--- src/rtl/core/sfkh_pkg.sv ---
// Package for the symmetric flow key hash block.
// Holds the hash constants, key layout sizes and shared types; no dependencies.
`timescale 1ns / 1ps
package sfkh_pkg;

   localparam int unsigned KEY_BYTES  = 37;
   localparam int unsigned KEY_BITS   = KEY_BYTES * 8;
   localparam int unsigned WORD_BITS  = 32;
   localparam int unsigned HASH_SHIFT = 16;
   localparam logic [31:0] HASH_MULT  = 32'hc6a4a793;

   localparam logic [7:0] KEY4_LEN = 8'd13;
   localparam logic [7:0] KEY6_LEN = 8'd37;

   localparam int unsigned ROUND_BITS = 4;
   localparam logic [ROUND_BITS-1:0] ROUNDS4 = 4'd3;
   localparam logic [ROUND_BITS-1:0] ROUNDS6 = 4'd9;

   typedef logic [KEY_BITS-1:0] key_type;

   typedef struct packed {
      logic [63:0] addr_hi;
      logic [63:0] addr_lo;
      logic [15:0] port;
   } endpoint_type;

   typedef struct packed {
      logic load;
      logic mul;
      logic mix;
   } round_ctrl_type;

endpackage

--- src/rtl/core/sfkh_order.sv ---
// Endpoint ordering and session key assembly for the flow key hash.
// Uses sfkh_pkg for the key layout and endpoint type.
`timescale 1ns / 1ps
module sfkh_order (
   input  logic                  mode,
   input  sfkh_pkg::endpoint_type ep_a,
   input  sfkh_pkg::endpoint_type ep_b,
   output sfkh_pkg::endpoint_type first,
   output sfkh_pkg::endpoint_type second,
   output sfkh_pkg::key_type      key,
   output logic [31:0]            seed,
   output logic [sfkh_pkg::ROUND_BITS-1:0] rounds
);

   sfkh_pkg::endpoint_type a_m;
   sfkh_pkg::endpoint_type b_m;
   logic                   a_first;

   always_comb begin
      a_m = ep_a;
      b_m = ep_b;
      // IPv4: drop the unused address bits
      if (!mode) begin
         a_m.addr_hi = 64'd0;
         b_m.addr_hi = 64'd0;
         a_m.addr_lo = {32'd0, ep_a.addr_lo[31:0]};
         b_m.addr_lo = {32'd0, ep_b.addr_lo[31:0]};
      end
   end

   assign a_first = a_m < b_m;
   assign first   = a_first ? a_m : b_m;
   assign second  = a_first ? b_m : a_m;

   always_comb begin
      key = '0;
      if (mode) begin
         key[7:0] = sfkh_pkg::KEY6_LEN;
         for (int i = 0; i < 8; i++) begin
            key[8*(1+i)  +: 8] = first.addr_hi[8*(7-i) +: 8];
            key[8*(9+i)  +: 8] = first.addr_lo[8*(7-i) +: 8];
            key[8*(19+i) +: 8] = second.addr_hi[8*(7-i) +: 8];
            key[8*(27+i) +: 8] = second.addr_lo[8*(7-i) +: 8];
         end
         key[8*17 +: 8] = first.port[15:8];
         key[8*18 +: 8] = first.port[7:0];
         key[8*35 +: 8] = second.port[15:8];
         key[8*36 +: 8] = second.port[7:0];
         seed   = {24'd0, key[8*36 +: 8]};
         rounds = sfkh_pkg::ROUNDS6;
      end else begin
         key[7:0]       = sfkh_pkg::KEY4_LEN;
         key[39:8]      = first.addr_lo[31:0];
         key[8*5 +: 8]  = first.port[15:8];
         key[8*6 +: 8]  = first.port[7:0];
         key[87:56]     = second.addr_lo[31:0];
         key[8*11 +: 8] = second.port[15:8];
         key[8*12 +: 8] = second.port[7:0];
         seed   = {24'd0, key[8*12 +: 8]};
         rounds = sfkh_pkg::ROUNDS4;
      end
   end

endmodule

--- src/rtl/core/sfkh_round.sv ---
// Shared hash round unit: add word, multiply by constant, xor-shift.
// Uses sfkh_pkg for the multiplier constant and control struct.
`timescale 1ns / 1ps
module sfkh_round (
   input  logic                    clock,
   input  sfkh_pkg::round_ctrl_type ctrl,
   input  logic [31:0]             seed,
   input  logic [31:0]             word,
   output logic [31:0]             hash
);

   logic [31:0] h_ff, h_in;
   logic [31:0] prod_ff, prod_in;
   logic [31:0] sum;

   assign sum     = h_ff + word;
   assign prod_in = 32'(sum * sfkh_pkg::HASH_MULT);

   always_comb begin
      h_in = h_ff;
      if (ctrl.load) begin
         h_in = seed;
      end else if (ctrl.mix) begin
         h_in = prod_ff ^ (prod_ff >> sfkh_pkg::HASH_SHIFT);
      end
   end

   always_ff @(posedge clock) begin
      h_ff <= h_in;
      if (ctrl.mul) begin
         prod_ff <= prod_in;
      end
   end

   assign hash = h_ff;

endmodule

--- src/rtl/core/symmetric_flow_key_hash.sv ---
// Top level of the symmetric flow key hash: sequencer, key register, output slot.
// Uses sfkh_pkg, sfkh_order and sfkh_round.
//
//   channel | direction | handshake            | payload
//   req     | in        | req_tvalid/tready    | req_tdata, 296 bits
//   rsp     | out       | rsp_tvalid/tready    | rsp_tdata, 320 bits
//   csr     | in        | csr_valid/csr_ready  | csr_data, hash_salt
//
// Each key word takes a multiply step and then an xor-shift step on the shared
// multiply unit: 3 words for IPv4, 9 for IPv6. A new item is taken only once the
// previous one has left the sequencer for the output register.
// reset is synchronous and clears the sequencer, the output valid and the salt.
// A stalled result sits in the output register while the next item runs.
`timescale 1ns / 1ps
module symmetric_flow_key_hash (
   input  logic         clock,
   input  logic         reset,
   input  logic         req_tvalid,
   output logic         req_tready,
   // mode[0], addr_a_hi[64:1], addr_a_lo[128:65], port_a[144:129],
   // addr_b_hi[208:145], addr_b_lo[272:209], port_b[288:273], zero[295:289]
   input  logic [295:0] req_tdata,
   output logic         rsp_tvalid,
   input  logic         rsp_tready,
   // flow_hash[31:0], first_addr_hi[95:32], first_addr_lo[159:96],
   // first_port[175:160], second_addr_hi[239:176], second_addr_lo[303:240],
   // second_port[319:304]
   output logic [319:0] rsp_tdata,
   input  logic         csr_valid,
   output logic         csr_ready,
   input  logic [31:0]  csr_data
);

   localparam logic [1:0] S_IDLE = 2'd0;
   localparam logic [1:0] S_MUL  = 2'd1;
   localparam logic [1:0] S_MIX  = 2'd2;
   localparam logic [1:0] S_DONE = 2'd3;

   logic [1:0] state_ff, state_in;
   logic [sfkh_pkg::ROUND_BITS-1:0] left_ff, left_in;
   sfkh_pkg::key_type key_ff, key_in;
   sfkh_pkg::endpoint_type first_ff, first_in, second_ff, second_in;
   logic [31:0] salt_ff, salt_in;
   logic        rsp_valid_ff, rsp_valid_in;
   logic [319:0] rsp_data_ff, rsp_data_in;

   sfkh_pkg::endpoint_type ep_a, ep_b, ord_first, ord_second;
   sfkh_pkg::key_type      ord_key;
   logic [31:0]            ord_seed;
   logic [sfkh_pkg::ROUND_BITS-1:0] ord_rounds;
   sfkh_pkg::round_ctrl_type ctrl;
   logic [31:0] hash;
   logic        req_take, out_load;

   assign ep_a = '{addr_hi: req_tdata[64:1], addr_lo: req_tdata[128:65],
                   port: req_tdata[144:129]};
   assign ep_b = '{addr_hi: req_tdata[208:145], addr_lo: req_tdata[272:209],
                   port: req_tdata[288:273]};

   sfkh_order u_order (
      .mode   (req_tdata[0]),
      .ep_a   (ep_a),
      .ep_b   (ep_b),
      .first  (ord_first),
      .second (ord_second),
      .key    (ord_key),
      .seed   (ord_seed),
      .rounds (ord_rounds)
   );

   sfkh_round u_round (
      .clock (clock),
      .ctrl  (ctrl),
      .seed  (ord_seed),
      .word  (key_ff[sfkh_pkg::WORD_BITS-1:0]),
      .hash  (hash)
   );

   assign req_tready = (state_ff == S_IDLE);
   assign req_take   = req_tvalid && req_tready;
   assign out_load   = (state_ff == S_DONE) && (!rsp_valid_ff || rsp_tready);
   assign csr_ready  = 1'b1;

   always_comb begin
      state_in  = state_ff;
      left_in   = left_ff;
      key_in    = key_ff;
      first_in  = first_ff;
      second_in = second_ff;
      ctrl      = '0;
      case (state_ff)
         S_IDLE: begin
            if (req_take) begin
               ctrl.load = 1'b1;
               key_in    = ord_key;
               first_in  = ord_first;
               second_in = ord_second;
               left_in   = ord_rounds;
               state_in  = S_MUL;
            end
         end
         S_MUL: begin
            ctrl.mul = 1'b1;
            state_in = S_MIX;
         end
         S_MIX: begin
            ctrl.mix = 1'b1;
            // advance to the next little-endian word
            key_in   = key_ff >> sfkh_pkg::WORD_BITS;
            left_in  = left_ff - 1'b1;
            state_in = (left_ff == 1) ? S_DONE : S_MUL;
         end
         S_DONE: begin
            if (out_load) begin
               state_in = S_IDLE;
            end
         end
         default: begin
            state_in = S_IDLE;
         end
      endcase
   end

   // result fields from the lowest bit up: hash, then hi, lo, port of each endpoint
   assign rsp_data_in  = {second_ff.port, second_ff.addr_lo, second_ff.addr_hi,
                          first_ff.port, first_ff.addr_lo, first_ff.addr_hi,
                          hash ^ salt_ff};
   assign rsp_valid_in = (rsp_valid_ff && !rsp_tready) || out_load;
   assign salt_in      = (csr_valid && csr_ready) ? csr_data : salt_ff;

   always_ff @(posedge clock) begin
      if (reset) begin
         state_ff     <= S_IDLE;
         left_ff      <= '0;
         rsp_valid_ff <= 1'b0;
         salt_ff      <= '0;
      end else begin
         state_ff     <= state_in;
         left_ff      <= left_in;
         rsp_valid_ff <= rsp_valid_in;
         salt_ff      <= salt_in;
      end
   end

   always_ff @(posedge clock) begin
      key_ff    <= key_in;
      first_ff  <= first_in;
      second_ff <= second_in;
      if (out_load) begin
         rsp_data_ff <= rsp_data_in;
      end
   end

   assign rsp_tvalid = rsp_valid_ff;
   assign rsp_tdata  = rsp_data_ff;

endmodule

--- config.mk ---
export PLATFORM = sky130hd
export DESIGN_NAME = symmetric_flow_key_hash
export DESIGN_NICKNAME = d
export VERILOG_FILES = /design/src/rtl/core/sfkh_pkg.sv /design/src/rtl/core/sfkh_order.sv /design/src/rtl/core/sfkh_round.sv /design/src/rtl/core/symmetric_flow_key_hash.sv
export SDC_FILE = /design/constraint.sdc
export NUM_CORES = 2
export LEC_CHECK = 0
export BUFFER_PORTS_ARGS = -buffer_cell sky130_fd_sc_hd__buf_2
export CORE_ASPECT_RATIO = 1.4
export CORE_MARGIN = 4
export CORE_UTILIZATION = 60
export DETAILED_ROUTE_END_ITERATION = 8
export PLACE_DENSITY_LB_ADDON = 0.08
export SLEW_MARGIN = 10
export SYNTH_ARGS = -nofsm -noshare
export SYNTH_HDL_FRONTEND = slang
export SYNTH_SLANG_ARGS = --single-unit
--- constraint.sdc ---
create_clock -name clock -period 28.7 [get_ports clock]
set_clock_uncertainty 0.05 [all_clocks]
set_input_delay 5.74 -clock clock [delete_from_list [all_inputs] [get_ports clock]]
set_output_delay 5.74 -clock clock [all_outputs]
set_load 0.02 [all_outputs]
==> flow_summary.yaml <==
final_layout:
  layout_common_cells: "edfxtp_1, inv_1, buf_2"
  fillers: 6835
  final_layout_size_suffix_gt1_frac: 0.1930
  final_common_cell: "edfxtp_1"
  fin_nets: 5996
  synthToLayoutAreaGrowth_pct: 14.29
worst_setup_path:
  critical_path_buf_inv_count: 6
  required_ns: 29.03
  r2r_slack_ns: 17.92
  rr_startpoint: "u_round.hash[0]"
  worstSetupPathType: "primary input to flip-flop"
  worst_path_max_delay_cell: "mux2i_1"
  cpLargestDelayFamily: "buffers and inverters"
  cp-start-kind: "primary input"
  cpMostUsedCell: "buf_4"
  cp.arrival_ns: 14.34
  critical_path_peak_fanout: 137
  cpPeakStageDelay_ns: 1.04
  rr_endpoint: "u_round.prod_ff[31]"
  end_kind: "flip-flop"
  crit_path_cell_trace: "buf_8 -> buf_4 -> buf_4 -> nand2_1 -> ha_1 -> nand4_1 -> or2_2 -> nor3_1 -> a21oi_1 -> nand2_4 -> o21a_4 -> buf_4 -> buf_4 -> buf_4 -> mux2i_1 -> a221oi_1"
  r2r_cells: 36
synth:
  synth_top_family_by_area: "adder cells"
  synth_flop_cell: "edfxtp_1"
  syn_avg_cell_area_um2: 12.28
  yosys_warnings: 0
  synth_area_um2: 54930
  synth_edf_count: 944
  synth_compound_area_frac: 0.09673
  ys_seq_elements: 1007
  synth_xor_area_frac: 0.02444
  synth.distinct_cells: 59
  synth.net_count: 5396
  synthCells: 4475
  synthAdderAreaFrac: 0.1574
  synth_mux_area_frac: 0.06049
  synthArstFlopShare: 0
  yosys.area_share.simple: 0.05824
  ys_seq_area_frac: 0.5390
sta:
  layout_min_cycle_time_ns: 14.01
  setup_viol: 0
  tightest_slew_ns: 1.173
  max_freq_ghz: 0.07138
  final_max_slew_viol_count: 0
  period_share: 0.4881
  rsz0062_at_grt: "no"
  hold_viol: 0
  relSlewSlack: 0.1954
  tns_ns: 0
hold_path:
  min_from: "rsp_data_in[315]"
  hold_path_class: "flip-flop to flip-flop"
  hold_depth: 0
  hold_end: "rsp_tdata[315]"
routing:
  wl_per_cell_um: 28.95
  vias_per_cell: 6.049
  drt_iter0_drc: 3939
  num_vias: 38650
  dr.pass1.iters: 5
  routed_wl_um: 185000
  drtAntennaViolNets: 0
  drc: 0
global_routing:
  grt_max_degree: 200
  antenna_found_initial: 65
  grt_pass1_vias: 38260
  grt_pass1_wl_um: 261600
  overflow: 0
  grtUsageTotal: 0.3764
floorplan:
  io_pins: 656
  start_util: 0.6039
  dieArea_um2: 96530
  die_w_um: 263.7
  die_h_um: 366.0
  core_um2: 90970
  rows: 131
cts:
  clkLatencyLatePin_ns: 0.70
  clock_sinks: 1007
  cts_buffers: 97
  htreeDepth: 3
  clk_pin_slew_ns: 0.07
  post_cts_resized: 0
  cts-root-buf: "clkbuf_16"
  postCtsSetupRepairBufs: 0
  cts_tree: "built"
  clockBufferDepth: 3
  cts_hold_buf: 0
placed_design:
  port_buffers: 647
  gp_congestion: 0.9881
  dp_hpwl_um: 142100
run_status:
  status: "finished, final reports clean"
flow_run:
  cap_violations: 0
## worst max-delay path by stage
stage / startpoint / endpoint / slack, ns / cells past startpoint
after detailed placement: req_tdata[0] / key_ff[70] / 14.23 / 21
after global routing: req_tdata[0] / key_ff[70] / 14.48 / 21
final: req_tdata[0] / key_ff[70] / 14.69 / 16
after global placement: req_tdata[0] / key_ff[70] / 14.36 / 21
after CTS: req_tdata[0] / key_ff[70] / 14.98 / 21
after floorplan: rsp_tready / rsp_tdata[0] / 8.57 / 2
## state kept, by name, indices dropped and copies added (netlist names)
register,count
u_round.hash,32
salt_ff,32
u_round.prod_ff,32
rsp_tvalid,1
key_ff,296
rsp_tdata,320
state_ff,2
rsp_data_in,144
left_ff,4
first_ff,144
## Yosys cell counts (3+ instances only)
cell	n	area, µm²
o21ai_0	195	975.9
xnor3_1	3	67.56
o211ai_1	97	728.2
nor2b_1	15	93.84
nor2_1	224	840.8
nor3_1	16	80.08
xor2_1	55	481.7
mux2i_1	224	2242
and4_1	6	52.55
o211a_1	96	960.9
nand4_1	27	168.9
nand3_1	109	545.5
nor4_1	4	25.02
a21oi_2	3	26.28
dfxtp_1	63	1261
ha_1	416	5205
buf_1	16	60.06
o21a_1	7	52.55
inv_1	693	2601
and3_1	3	18.77
a221oi_1	98	858.3
nand2b_1	12	75.07
a21oi_1	109	545.5
a21o_1	93	698.2
or2_2	7	43.79
nand2_1	316	1186
buf_2	29	145.1
a2111oi_0	4	35.03
xnor2_1	85	744.5
xnor2_2	3	48.80
mux2_2	96	1081
clkbuf_1	156	585.6
buf_6	4	45.04
and2_1	9	56.30
buf_4	7	52.55
a211oi_1	14	105.1
a31oi_1	3	18.77
fa_1	172	3443
edfxtp_1	944	28350
o21bai_1	16	120.1
o21ai_1	3	15.01
## logic make-up (layout without fill, tap and decap cells)
family,count (synthesis),after routing
mux,320,320
compound gates,757,757
other cells,1,43
simple gates,750,750
fa+ha+maj,588,588
flops,1007,1007
buf+inv,906,1582
xor+xnor,146,146
## metrics by stage
step / setup slack (ns) / utilization / hold WS, ns / std cells / instance area (µm²)
3_5_place_dp: 14.23 / 0.6538 / 0.3545 / 6173 / 59480
6_report: 14.69 / 0.6902 / 0.3567 / 6390 / 62790
3_3_place_gp: 14.36 / 0.6538 / 0.3501 / 6173 / 59480
2_1_floorplan: 8.565 / - / 0.3503 / 4475 / 54930
4_1_cts: 14.98 / 0.6890 / 0.3634 / 6348 / 62680
5_1_grt: 14.48 / 0.6894 / 0.3643 / 6362 / 62720
## metal layers
| layer | wire length (µm) | vias up | share of wire | GRT usage |
|---|---|---|---|---|
| li1 | - | 17060 | - | - |
| met3 | 15570 | 508 | 0.084 | 0.08289 |
| met1 | 62100 | 19040 | 0.34 | 0.4253 |
| met4 | 16160 | 48 | 0.087 | 0.2610 |
| met5 | 298 | - | 0.0016 | 0 |
| met2 | 90870 | 1999 | 0.49 | 0.6353 |
## final cells by class
cell class,count,area [µm²],area share
antenna,42,105.1,0.001674
clock buffer,117,2608,0.04153
clock inverter,58,594.3,0.009466
inverter,693,2601,0.04143
multi-input combinational,2562,21980,0.3501
sequential,1007,29610,0.4716
tap,1197,1498,0.02385
timing repair buffer,714,3789,0.06034
Power is not shown: default switching activity piles up to over one toggle a cycle in this logic, so the estimate is an artifact.
